<file path="config.mk">
export PLATFORM = sky130hd
export DESIGN_NAME = i2c_master_transfer_sequencer
export DESIGN_NICKNAME = d
export VERILOG_FILES = /design/src/hdl/i2cms_pkg.sv /design/src/hdl/i2cms_step.sv /design/src/hdl/i2c_master_transfer_sequencer.sv
export VERILOG_INCLUDE_DIRS = /design/src /design/src/hdl
export SDC_FILE = /design/constraint.sdc
export NUM_CORES = 1
export LEC_CHECK = 0
export ABC_AREA = 1
export BUFFER_PORTS_ARGS = -buffer_cell sky130_fd_sc_hd__buf_2
export CORE_ASPECT_RATIO = 2
export CORE_MARGIN = 10
export CORE_UTILIZATION = 35
export CTS_CLUSTER_DIAMETER = 100
export DETAILED_ROUTE_END_ITERATION = 10
export GPL_TIMING_DRIVEN = 0
export PLACE_DENSITY = 0.53
export SLEW_MARGIN = 40
export SYNTH_ARGS = -nofsm -noshare
export SYNTH_HDL_FRONTEND = slang
export SYNTH_SLANG_ARGS = --single-unit
</file>
<file path="constraint.sdc">
create_clock -name i_clk -period 3.35 [get_ports i_clk]
set_clock_uncertainty 0.15 [all_clocks]
set_input_delay 0.67 -clock i_clk [delete_from_list [all_inputs] [get_ports i_clk]]
set_output_delay 0.67 -clock i_clk [all_outputs]
set_load 0.02 [all_outputs]
</file>
<file path="src/hdl/i2c_master_transfer_sequencer_defines.svh">
// ----------------------------------------------------------------------------
// I2C master transfer sequencer assertion macros
// Concurrent assertion wrappers clocked on i_clk; they expand to nothing
// when SYNTHESIS is defined.
// ----------------------------------------------------------------------------
`ifndef I2C_MASTER_TRANSFER_SEQUENCER_DEFINES_SVH
`define I2C_MASTER_TRANSFER_SEQUENCER_DEFINES_SVH

`ifndef SYNTHESIS
// Checked only while the block is out of reset.
`define I2CMS_ASSERT(label, prop, msg) \
    label: assert property (@(posedge i_clk) disable iff (!i_rst_n) prop) else $error(msg);
// Checked at every edge, reset included.
`define I2CMS_ASSERT_ALWAYS(label, prop, msg) \
    label: assert property (@(posedge i_clk) prop) else $error(msg);
`else
`define I2CMS_ASSERT(label, prop, msg)
`define I2CMS_ASSERT_ALWAYS(label, prop, msg)
`endif

`endif

</file>
<file path="src/hdl/i2cms_pkg.sv">
// ----------------------------------------------------------------------------
// I2C master transfer sequencer package
// Shared constants, codes and structures of the sequencer.
// ----------------------------------------------------------------------------
`timescale 1ns / 1ps

package i2cms_pkg;

    // Width of the message length and byte counter.
    localparam int LEN_BITS = 16;

    // Controller status codes.
    localparam logic [7:0] ST_START      = 8'h08;
    localparam logic [7:0] ST_RESTART    = 8'h10;
    localparam logic [7:0] ST_ADDR_W_ACK = 8'h18;
    localparam logic [7:0] ST_TX_ACK     = 8'h28;
    localparam logic [7:0] ST_TX_NAK     = 8'h30;
    localparam logic [7:0] ST_ADDR_R_ACK = 8'h40;
    localparam logic [7:0] ST_RX_ACK     = 8'h50;
    localparam logic [7:0] ST_RX_NAK     = 8'h58;

    // Control register bits.
    localparam logic [7:0] C_STA    = 8'h20;
    localparam logic [7:0] C_STP    = 8'h10;
    localparam logic [7:0] C_AAK    = 8'h04;
    localparam logic [7:0] C_IEN    = 8'h80;
    localparam logic [7:0] CTL_MASK = 8'h77;

    // Configuration register indexes.
    localparam logic CFG_RETRY_LIMIT = 1'b0;
    localparam logic CFG_INTR_MODE   = 1'b1;

    typedef enum logic [1:0] {
        OP_START   = 2'd0,
        OP_EVENT   = 2'd1,
        OP_TIMEOUT = 2'd2
    } t_op;

    typedef enum logic [1:0] {
        RES_NONE    = 2'd0,
        RES_OK      = 2'd1,
        RES_FAIL    = 2'd2,
        RES_TIMEOUT = 2'd3
    } t_res;

    typedef enum logic [2:0] {
        PH_IDLE   = 3'd0,
        PH_START  = 3'd1,
        PH_ADDR   = 3'd2,
        PH_DATA   = 3'd3,
        PH_RXLAST = 3'd4
    } t_phase;

    typedef struct packed {
        logic reverse_rw;
        logic ignore_nak;
        logic no_start;
        logic read_dir;
    } t_flags;

    // Message context kept between beats.
    typedef struct packed {
        t_phase                phase;
        logic [7:0]            retries;
        logic [LEN_BITS-1:0]   byte_count;
        logic                  busy;
        t_flags                flags;
        logic [LEN_BITS-1:0]   length;
        logic [6:0]            address;
    } t_ctx;

    typedef struct packed {
        t_op        op;
        logic [7:0] status_code;
        logic [7:0] rx_byte;
        logic [7:0] tx_byte;
        logic [6:0] target_address;
        logic       read_dir;
        logic       no_start;
        logic       ignore_nak;
        logic       reverse_rw;
        logic [15:0] length;
    } t_item;

    typedef struct packed {
        logic                control_valid;
        logic [7:0]          control_byte;
        logic                data_valid;
        logic [7:0]          data_byte;
        logic                received_valid;
        logic [7:0]          received_byte;
        logic [LEN_BITS-1:0] received_index;
        logic [LEN_BITS-1:0] next_index;
        logic                done_res;
        t_res                result_code;
    } t_result;

endpackage

</file>
<file path="src/hdl/i2cms_step.sv">
// ----------------------------------------------------------------------------
// I2C master transfer sequencer decision logic
// Computes the next message context and the result of one beat.
// ----------------------------------------------------------------------------
`timescale 1ns / 1ps

module i2cms_step
    import i2cms_pkg::*;
(
    input  t_ctx       i_ctx,
    input  t_item      i_item,
    input  logic [7:0] i_retry_limit,
    input  logic       i_intr_mode,
    output t_ctx       o_ctx,
    output t_result    o_res
);

    t_ctx                ld;
    t_ctx                ac;
    t_phase              as_phase;
    logic [7:0]          as_cntr;
    logic                as_dv;
    logic [LEN_BITS-1:0] as_bc;
    logic                as_fin;

    t_ctx                n;
    t_result             r;
    logic [7:0]          cntr;
    logic                fin;
    t_res                fin_code;
    logic                ctl_wait;
    logic                rd;
    logic [7:0]          want;
    logic [LEN_BITS-1:0] bc_inc;

    // Context a start beat loads.
    always_comb begin
        ld             = i_ctx;
        ld.address     = i_item.target_address;
        ld.flags       = '{reverse_rw: i_item.reverse_rw, ignore_nak: i_item.ignore_nak,
                           no_start: i_item.no_start, read_dir: i_item.read_dir};
        ld.length      = i_item.length[LEN_BITS-1:0];
        ld.retries     = i_retry_limit;
        ld.byte_count  = '0;
        ld.busy        = 1'b1;
        ac             = (i_item.op == OP_START) ? ld : i_ctx;
    end

    // Outcome of an acknowledged address phase.
    always_comb begin
        as_cntr  = '0;
        as_dv    = 1'b0;
        as_bc    = '0;
        as_fin   = 1'b0;
        as_phase = PH_DATA;
        if (ac.flags.read_dir) begin
            if (ac.length > LEN_BITS'(1)) begin
                as_cntr = C_AAK;
            end else if (ac.length == LEN_BITS'(1)) begin
                as_phase = PH_RXLAST;
            end else begin
                as_fin = 1'b1;
            end
        end else begin
            if (ac.length != '0) begin
                as_dv = 1'b1;
                as_bc = LEN_BITS'(1);
            end else begin
                as_fin = 1'b1;
            end
        end
    end

    always_comb begin
        n        = i_ctx;
        r        = '0;
        cntr     = '0;
        fin      = 1'b0;
        fin_code = RES_NONE;
        ctl_wait = 1'b0;
        rd       = i_ctx.flags.read_dir;
        want     = rd ? ST_ADDR_R_ACK : ST_ADDR_W_ACK;
        bc_inc   = i_ctx.byte_count + 1'b1;

        unique case (i_item.op)
            OP_START: begin
                n        = ld;
                ctl_wait = 1'b1;
                if (i_item.no_start) begin
                    n.phase      = as_phase;
                    n.byte_count = as_bc;
                    cntr         = as_cntr;
                    r.data_valid = as_dv;
                    r.data_byte  = as_dv ? i_item.tx_byte : 8'h00;
                    fin          = as_fin;
                    fin_code     = RES_OK;
                end else begin
                    cntr    = C_STP | C_STA;
                    n.phase = PH_START;
                end
            end
            OP_EVENT: begin
                if (i_ctx.busy) begin
                    ctl_wait = 1'b1;
                    unique case (i_ctx.phase)
                        PH_START: begin
                            if (i_item.status_code == ST_START ||
                                i_item.status_code == ST_RESTART) begin
                                n.phase      = PH_ADDR;
                                r.data_valid = 1'b1;
                                r.data_byte  = {i_ctx.address,
                                                rd ^ i_ctx.flags.reverse_rw};
                            end else if (i_ctx.retries == '0) begin
                                fin      = 1'b1;
                                fin_code = RES_FAIL;
                            end else begin
                                n.retries = i_ctx.retries - 1'b1;
                                cntr      = C_STP | C_STA;
                                n.phase   = PH_START;
                            end
                        end
                        PH_ADDR: begin
                            if (i_ctx.flags.no_start || i_item.status_code == want) begin
                                n.phase      = as_phase;
                                n.byte_count = as_bc;
                                cntr         = as_cntr;
                                r.data_valid = as_dv;
                                r.data_byte  = as_dv ? i_item.tx_byte : 8'h00;
                                fin          = as_fin;
                                fin_code     = RES_OK;
                            end else if (i_ctx.retries == '0) begin
                                fin      = 1'b1;
                                fin_code = RES_FAIL;
                            end else begin
                                n.retries = i_ctx.retries - 1'b1;
                                cntr      = C_STP | C_STA;
                                n.phase   = PH_START;
                            end
                        end
                        PH_DATA: begin
                            if (rd) begin
                                if (i_item.status_code == ST_RX_ACK) begin
                                    r.received_valid = 1'b1;
                                    r.received_byte  = i_item.rx_byte;
                                    r.received_index = i_ctx.byte_count;
                                    n.byte_count     = bc_inc;
                                    if ({1'b0, i_ctx.length} > ({1'b0, bc_inc} + 1'b1)) begin
                                        cntr = C_AAK;
                                    end else begin
                                        n.phase = PH_RXLAST;
                                    end
                                end else begin
                                    fin      = 1'b1;
                                    fin_code = RES_FAIL;
                                end
                            end else if (i_item.status_code == ST_TX_ACK ||
                                         (i_item.status_code == ST_TX_NAK &&
                                          i_ctx.flags.ignore_nak)) begin
                                if (i_ctx.length > i_ctx.byte_count) begin
                                    r.data_valid = 1'b1;
                                    r.data_byte  = i_item.tx_byte;
                                    n.byte_count = bc_inc;
                                end else begin
                                    fin      = 1'b1;
                                    fin_code = RES_OK;
                                end
                            end else begin
                                fin      = 1'b1;
                                fin_code = RES_FAIL;
                            end
                        end
                        PH_RXLAST: begin
                            fin = 1'b1;
                            if (i_item.status_code == ST_RX_NAK) begin
                                r.received_valid = 1'b1;
                                r.received_byte  = i_item.rx_byte;
                                r.received_index = i_ctx.byte_count;
                                n.byte_count     = bc_inc;
                                fin_code         = RES_OK;
                            end else begin
                                fin_code = RES_FAIL;
                            end
                        end
                        default: begin
                            fin      = 1'b1;
                            fin_code = RES_FAIL;
                        end
                    endcase
                end
            end
            OP_TIMEOUT: begin
                if (i_ctx.busy) begin
                    fin      = 1'b1;
                    fin_code = RES_TIMEOUT;
                end
            end
            default: begin
            end
        endcase

        // A finished message writes STOP alone; otherwise a live message
        // re-arms the controller and waits for the next event.
        if (fin) begin
            n.busy          = 1'b0;
            n.phase         = PH_IDLE;
            r.control_valid = 1'b1;
            r.control_byte  = C_STP;
            r.done_res      = 1'b1;
            r.result_code   = fin_code;
        end else if (ctl_wait) begin
            r.control_valid = 1'b1;
            r.control_byte  = (cntr & CTL_MASK) | (i_intr_mode ? C_IEN : 8'h00);
        end
        r.next_index = n.byte_count;
    end

    assign o_ctx = n;
    assign o_res = r;

endmodule

</file>
<file path="src/hdl/i2c_master_transfer_sequencer.sv">
// ----------------------------------------------------------------------------
// I2C master transfer sequencer
// Drives one I2C message over a status-code controller, one decision a beat.
// ----------------------------------------------------------------------------
//
//  Channel   Direction  Carries
//  s_axis    in         one command or controller event beat
//  m_axis    out        one control/data/receive decision beat per input beat
//  i_cfg_*   in         retry limit and interrupt mode register writes
//
// Each beat passes through the input register and then the result register.
// A new beat is accepted in every cycle while the result register is not stalled.
// The message context register feeds the decision logic straight back, so
// consecutive events see each other's effect with no gap.
// Reset (synchronous, i_rst_n low) empties both registers, idles the message
// and sets retry limit 0 and interrupt mode on.
// A stalled result register holds the input register, which then drops
// s_axis_tready; nothing is lost or repeated.
//
`timescale 1ns / 1ps
`include "i2c_master_transfer_sequencer_defines.svh"

module i2c_master_transfer_sequencer
    import i2cms_pkg::*;
(
    input  logic        i_clk,
    input  logic        i_rst_n,
    // Input beats.
    input  logic        s_axis_tvalid,
    output logic        s_axis_tready,
    // [7:0] status_code, [15:8] rx_byte, [23:16] tx_byte, [30:24] target_address,
    // [31] read_dir, [32] no_start, [33] ignore_nak, [34] reverse_rw,
    // [50:35] length, [55:51] zero.
    input  logic [55:0] s_axis_tdata,
    // [1:0] operation.
    input  logic [1:0]  s_axis_tuser,
    // Result beats.
    output logic        m_axis_tvalid,
    input  logic        m_axis_tready,
    // [7:0] control_byte, [15:8] data_byte, [23:16] received_byte,
    // [39:24] received_index, [55:40] next_index, [57:56] result_code,
    // [63:58] zero.
    output logic [63:0] m_axis_tdata,
    // [0] control_valid, [1] data_valid, [2] received_valid.
    output logic [2:0]  m_axis_tuser,
    // done_res: this beat ends the message.
    output logic        m_axis_tlast,
    // Configuration writes.
    input  logic        i_cfg_we,
    input  logic        i_cfg_index,
    input  logic [7:0]  i_cfg_data
);

    logic       r_in_valid;
    t_item      r_in;
    logic       r_out_valid;
    t_result    r_out;
    t_ctx       r_ctx;
    logic [7:0] r_retry_limit;
    logic       r_intr_mode;

    logic       proc;
    logic       in_take;
    logic       n_in_valid;
    logic       n_out_valid;
    t_item      in_item;
    t_ctx       n_ctx;
    t_result    n_res;

    // The input register is consumed when the result register is free or
    // being emptied in this cycle.
    assign proc          = r_in_valid && (!r_out_valid || m_axis_tready);
    assign s_axis_tready = !r_in_valid || proc;
    assign in_take       = s_axis_tvalid && s_axis_tready;
    assign n_in_valid    = in_take || (r_in_valid && !proc);
    assign n_out_valid   = proc || (r_out_valid && !m_axis_tready);

    // Unpack the beat fields from the bus.
    always_comb begin
        in_item.op             = t_op'(s_axis_tuser);
        in_item.status_code    = s_axis_tdata[7:0];
        in_item.rx_byte        = s_axis_tdata[15:8];
        in_item.tx_byte        = s_axis_tdata[23:16];
        in_item.target_address = s_axis_tdata[30:24];
        in_item.read_dir       = s_axis_tdata[31];
        in_item.no_start       = s_axis_tdata[32];
        in_item.ignore_nak     = s_axis_tdata[33];
        in_item.reverse_rw     = s_axis_tdata[34];
        in_item.length         = s_axis_tdata[50:35];
    end

    i2cms_step u_step (
        .i_ctx         (r_ctx),
        .i_item        (r_in),
        .i_retry_limit (r_retry_limit),
        .i_intr_mode   (r_intr_mode),
        .o_ctx         (n_ctx),
        .o_res         (n_res)
    );

    always_ff @(posedge i_clk) begin
        if (!i_rst_n) begin
            r_in_valid    <= 1'b0;
            r_out_valid   <= 1'b0;
            r_ctx         <= '{phase: PH_IDLE, default: '0};
            r_retry_limit <= '0;
            r_intr_mode   <= 1'b1;
        end else begin
            r_in_valid  <= n_in_valid;
            r_out_valid <= n_out_valid;
            if (proc) begin
                r_ctx <= n_ctx;
            end
            // Registers must be written only while no message beat is in flight; the block does not check it.
            if (i_cfg_we) begin
                unique case (i_cfg_index)
                    CFG_RETRY_LIMIT: r_retry_limit <= i_cfg_data;
                    CFG_INTR_MODE:   r_intr_mode   <= i_cfg_data[0];
                endcase
            end
        end
        if (in_take) begin
            r_in <= in_item;
        end
        if (proc) begin
            r_out <= n_res;
        end
    end

    assign m_axis_tvalid = r_out_valid;
    assign m_axis_tlast  = r_out.done_res;
    assign m_axis_tuser  = {r_out.received_valid, r_out.data_valid, r_out.control_valid};
    assign m_axis_tdata  = {6'b000000, r_out.result_code, 16'(r_out.next_index),
                            16'(r_out.received_index), r_out.received_byte,
                            r_out.data_byte, r_out.control_byte};

    // The busy flag and the phase must always tell the same story.
    `I2CMS_ASSERT(a_busy_matches_phase, r_ctx.busy == (r_ctx.phase != PH_IDLE), "busy flag disagrees with phase")
    // Every completed message closes with a plain STOP write.
    `I2CMS_ASSERT(a_done_writes_stop, r_out_valid && r_out.done_res |-> r_out.control_valid && r_out.control_byte == C_STP, "message ended without STOP")
    // A received byte always advances the byte counter past its own index.
    `I2CMS_ASSERT(a_rx_advances_count, r_out_valid && r_out.received_valid |-> r_out.next_index == LEN_BITS'(r_out.received_index + 1'b1), "received byte did not advance count")
    // A consumed input beat always lands in the result register.
    `I2CMS_ASSERT(a_proc_fills_output, proc |=> r_out_valid, "processed beat produced no result")
    // Reset leaves both registers empty.
    `I2CMS_ASSERT_ALWAYS(a_reset_empties, !i_rst_n |=> !r_in_valid && !r_out_valid, "registers not empty after reset")

endmodule

</file>
* Yosys cells after proc, flatten, opt, wreduce, memory -nomap -nowiden
Cells that the tools add are included.
** Word-level totals
- Output and inout bits :: 70
- Bits of input ports :: 72
- Flip-flop bits (word level) :: 181
- Logic and storage cells :: 190
** Operators by class
- Bitwise gates (word level) :: 4
- $add $sub $neg :: 3
- Multiplexer cells :: 92
- $lt $le $gt $ge :: 3
- Equality and inequality tests :: 23
- Reductions and logical operators :: 30
** Operators by type and width (count)
- 16-bit 2-to-1 mux :: 8
- 25-bit 2-to-1 mux :: 3
- 9-bit 2-to-1 mux :: 7
- 27-bit one-hot mux with 2 select lines :: 1
- 25-bit one-hot mux with 2 select lines :: 1
- 7-bit 2-to-1 mux :: 7
- 16-bit one-hot mux with 3 select lines :: 1
- 3-bit 2-to-1 mux :: 14
- 34-bit 2-to-1 mux :: 1
- 8-bit 2-to-1 mux :: 4
- 28-bit 2-to-1 mux :: 1
- 27-bit 2-to-1 mux :: 1
- 9-bit one-hot mux with 3 select lines :: 1
- 24-bit 2-to-1 mux :: 1
- 7-bit one-hot mux with 3 select lines :: 1
- 1-bit 2-to-1 mux :: 20
- 2-bit 2-to-1 mux :: 9
- 9-bit one-hot mux with 2 select lines :: 1
- 16-bit by 1-bit adder with 17-bit output (second input constant) :: 1
- 16-bit by 17-bit > comparator with 1-bit output :: 1
- 16-bit by 1-bit adder with 16-bit output (second input constant) :: 1
- 16-bit by 1-bit == test with 1-bit output (second input constant) :: 1
- 8-bit by 6-bit == test with 1-bit output (second input constant) :: 2
- 8-bit by 7-bit == test with 1-bit output (second input constant) :: 2
- other kinds (41) :: 65

* Logic depth before layout (Yosys ltp)
- Depth in word-level cells :: 12
- Depth in mapped cells :: 28
- Mapped depth without buffers :: 28

* Modules after synthesis
A second synthesis with hierarchy kept.
** Second synthesis, totals
- Cell total of the unflattened synthesis :: 1363
- Area total of the unflattened synthesis :: 10393.7 um^2
** By module, submodules not included
- i2c_master_transfer_sequencer :: area an instance 6364.9 um^2, seq. area each 4774.6 um^2, cells an instance 536, instances 1
- i2cms_step :: area an instance 4028.9 um^2, seq. area each 0.0 um^2, cells an instance 827, instances 1

* Least setup slack after synthesis
Ideal clock, no wire load.
- Path kind :: register -> register
- Start point :: reg r_ctx[28] in the netlist's numbering
- End point :: reg r_ctx[53] in the netlist's numbering
- Period minus slack after synthesis :: 3419 ps
- Data required time :: 3086 ps
- Slack :: -69 ps
- Cell stages (with the launch flop) :: 25
- Path buffers :: 0
- Setup time :: 114 ps
- Arrival time :: 3155 ps
- Path through :: dfxtp_1 > ha_1 > nand3_2 > inv_2 > nand2_2 > xor2_2 > inv_2 > nor4_4 > nand2_1 > o21ai_0 > nand2_1 > ha_1 > nand2_1 > nor2_1 > nand2_1 > nand2_1 > nand2_1 > nand2_1 > nand2_1 > a21oi_1 > nand3_2 > nand2_2 > nand2_2 > nor2_1 > nor2_2
** Between the ends
- Cells in the longest elaborated chain, start to end :: 9
- Elaborated cells on any way between the ends :: 18
- Those cells by class :: add/sub (2); order compare (2); eq/ne (5); mux (7); reduce/logical (2)
** RTL lines
- start: declaration :: RTL line i2c_master_transfer_sequencer.sv:58 : t_ctx r_ctx;
- start signal: assignment :: RTL line i2c_master_transfer_sequencer.sv:112 : r_ctx <= n_ctx;
- parallel branches: the longest is 9 deep, another holds 16-bit by 1-bit adder with 17-bit output
Parallel ways; which one is timed is not known.
A chain may end at the register's enable or synchronous reset.

* Worst setup path after layout
- Start point :: reg r_ctx[29] in the netlist's numbering
- End point :: reg r_ctx[52] in the netlist's numbering
The elaborated chain is that of the path after synthesis.

==> results <==
- The top fanout value on the critical path is 6.
- The startpoint of the worst register-to-register path is r_ctx[29]$_SDFFE_PN0P_.
- In this run the cell area measured after placement is 0.0107 sq mm.
- The flow ran to the end, but the final reports show violations.
- The standby leakage power is 4.91 nW.
- Dividing the final minimum period by the clock period gives 1.06.
- Summing internal, switching and leakage power gives 5.18 mW.
- VDD sags by at most 0.000524 V.
- In this run the core area contains 85 standard-cell rows.
- During synthesis, Yosys emitted a total of 0 warnings.
- After layout, the worst setup slack is -187 ps.
- The core region is 0.0269 sq mm.
- Counting the buffers created by CTS gives 17.
- After synthesis, the netlist uses 52 different library cells.
- The average instance in the mapped netlist occupies 8.62 sq um.
- The H-tree was split into 4 levels.
- The commonest non-fill, non-tap cell in the layout is nand2_1.
- At the worst endpoint, the arrival time is 3740 ps.
- The count of routing violations after the opening detailed-route iteration is 472.
- The worst path in the final design needs a cycle of 3540 ps, including I/O delays and setup.
- For the worst flop-to-flop path, the logic depth is 20.
- The category of the most critical setup path is reg2reg.
- The final hold violation count is 0.
- Before antenna repair, the detailed router went through 5 iterations.
- The I/O pin count is 142.
- The total number of vias is 8105.
- The first global-routing pass estimated 44.2 mm of wire.
- Clock tree synthesis selected as its root buffer the cell clkbuf_16.
- The maximum clock insertion buffer count is 2.
- For the pin with the worst max-slew slack, the measured transition is 756 ps.
- The number of remaining DRC errors is 0.
- The final max-slew violation count is 0.
- Across the run, the number of max-cap violations was 0.
- The number of setup violations in the final report is 4.
- At the end of routability-driven placement, the weighted congestion stood at 0.916.
- The count of inserted antenna diode cells is 0.
- After routing the design area is 0.0116 sq mm.
- The proportion of register bits with asynchronous set or reset after synthesis is 0.
- The tree built by TritonCTS fans out to 177 sinks.
- Leaving out fill and tap cells, the most frequent cells in the layout are 192 x nand2_1, 128 x inv_1, 128 x buf_2, 111 x edfxtp_1, 103 x a21oi_1.
- The hold buffer count at cts is 0.
- The worst hold path cell count is 1.
- The number of flip-flops and latches in the synthesized netlist is 177.
- The die is 253 um tall.
- The worst setup path is launched from a flop.
- At the worst endpoint, the required time is 3550 ps.
- The initial utilization of the core area, before any placement, comes to 0.353.
- The total detailed-routing wirelength is 28.9 mm.
- The instance count of the mapped netlist is 1103.
- Entering global routing, the biggest net connects 45 pins.
- The share of final-layout standard cells stronger than drive strength 1 is 0.243.
- The reg-to-reg setup timing slack is -190 ps.
- The final antenna-violating net count is 0.
- Power spread over the standard cell area amounts to 445 mW/mm^2.
- The count of buffers added on input and output ports is 125.
- The highest attainable clock frequency is 283 MHz.
- The number of nets in the layout is 1394.
- Setup repair after global routing could not meet its margin everywhere.
- The HPWL reported at the end of detailed placement is 22.6 mm.
- The area growth from synthesis to final layout is 22.4%.
- The post-synthesis instance area is 0.00951 sq mm.
- The start point of the worst min-delay path is s_axis_tdata[5].
- The number of antenna violations at the first check in global routing is 0.
- The per-cell via count in the routed design is 4.92.
- The total overflow left after global routing is 0.
- At the later pin of the worst-skew pair, clock insertion delay measures 450 ps.
- Clock-pin slew was measured on the worst setup and hold paths at 70 ps.
- The die is 137 um wide.
- The path with the worst hold slack has its endpoint at r_in[48]$_DFFE_PP_.
- For this run, the register share of the synthesized area comes to 0.489.
- The average detailed-routed wire length per instance is 17.5 um.
- The total global-route track usage is 0.169.
- TritonCTS built the clock tree.
- The normalized max-slew margin is 0.496.
- The commonest register cell after synthesis is edfxtp_1.
- The number of global-route vias before repair is 8315.
- At the placement stage, the worst setup path has a slack of -971 ps.
- The checks that failed: setup timing.
- Counting flops with a built-in enable in the synthesized netlist gives 111.
- The die covers 0.0346 sq mm.
- The worst hold-check path type is in2reg.
- The type of destination of the critical path is a flop.
- The worst register-to-register path ends at r_ctx[52]$_SDFFE_PN0P_.
cell families after synthesis:
logic type / share of synthesized area
other: 0.000394
flip-flops: 0.489
XOR/XNOR: 0.0239
AO/OA/AOI/OAI: 0.138
AND/OR/NAND/NOR: 0.214
adder cells (fa/ha/maj): 0.0487
buffers and inverters: 0.0847
critical path: stages (launching register included):
cell     delay (ps)
dfxtp_4         440
ha_4            180
nand3_4         110
xor2_4          210
buf_4           160
nand4_4         130
nor4_4          250
nand4_2         180
nor3_2          210
xor2_1          110
ha_1            320
nand2_1          60
nor2_2           90
nand4_1         100
nor3_2          170
a21oi_2          80
nand3_2          80
nand2_4          70
buf_4           150
a21oi_1         110
nor2_1           60
through the flow:
stage                     hold WS (ps)  instances   util  TNS (ps)
after floorplan                    280       1112      -         0
after global placement             291       1585  0.394    -33150
after detailed placement           296       1587  0.396     -8240
after CTS                          219       1632  0.424     -1140
after global routing               224       1646  0.433     -1510
final                              241       1646  0.433      -695
where the power goes:
part	leakage (nW)	internal, mW	switching, mW
clock	0.273	0.995	0.939
sequential	1.62	2.43	0.0691
combinational	3.02	0.255	0.494
total	4.91	3.68	1.50
routing by layer:
layer	track usage	vias up	share of wire
li1	-	4057	-
met1	0.150	3735	0.33
met2	0.324	228	0.57
met3	0.0296	85	0.042
met4	0.120	0	0.061
met5	0	-	0
sequential cells by signal, summed over array words and instances, names as in the netlist:
register       count
m_axis_tuser       3
m_axis_tvalid      1
r_in_valid         1
r_ctx             55
r_intr_mode        1
r_in              53
r_retry_limit      8
m_axis_tlast       1
m_axis_tdata      54
cell usage after synthesis (13+ instances only):
cell type  number  area [sq um]
nor2_1         96           360
o22ai_1        16           100
clkbuf_1       25          93.8
nand2_1       201           754
ha_1           37           463
a21oi_1       104           521
buf_4          13          97.6
dfxtp_1        66          1320
edfxtp_1      111          3330
o21ai_0        74           370
xor2_1         19           166
inv_2          21          78.8
inv_1         131           492
nand3_1        52           260
nor3_1         15          75.1
worst max path at each step:
| stage | from | to | slack [ps] |
|---|---|---|---|
| after global routing | r_ctx[29]$_SDFFE_PN0P_ | r_ctx[53]$_SDFFE_PN0P_ | -400 |
| after global placement | r_ctx[29]$_SDFFE_PN0P_ | m_axis_tdata[2]$_SDFFCE_PP0P_ | -930 |
| final | r_ctx[29]$_SDFFE_PN0P_ | r_ctx[52]$_SDFFE_PN0P_ | -190 |
| after detailed placement | r_ctx[29]$_SDFFE_PN0P_ | m_axis_tdata[2]$_SDFFCE_PP0P_ | -970 |
| after floorplan | r_ctx[29]$_SDFFE_PN0P_ | r_ctx[53]$_SDFFE_PN0P_ | 70 |
| after CTS | r_ctx[29]$_SDFFE_PN0P_ | m_axis_tdata[2]$_SDFFCE_PP0P_ | -310 |
layout make-up:
class / count / area (sq um)
sequential: 177 / 4670
timing repair buffer: 155 / 896
multi-input combinational: 737 / 4270
inverter: 155 / 589
tap: 348 / 435
fill: 2719 / 15300
clock buffer: 18 / 439
clock inverter: 14 / 121
buffer: 42 / 225
timing repair:
item | in CTS | in global routing
cloned | 0 | 0
buffers inserted | 13 | 15
resized for setup | 25 | 26
endpoints found under the setup margin | 6 | 15
pin swaps | 10 | 30
(Power assumes the default switching activity.)
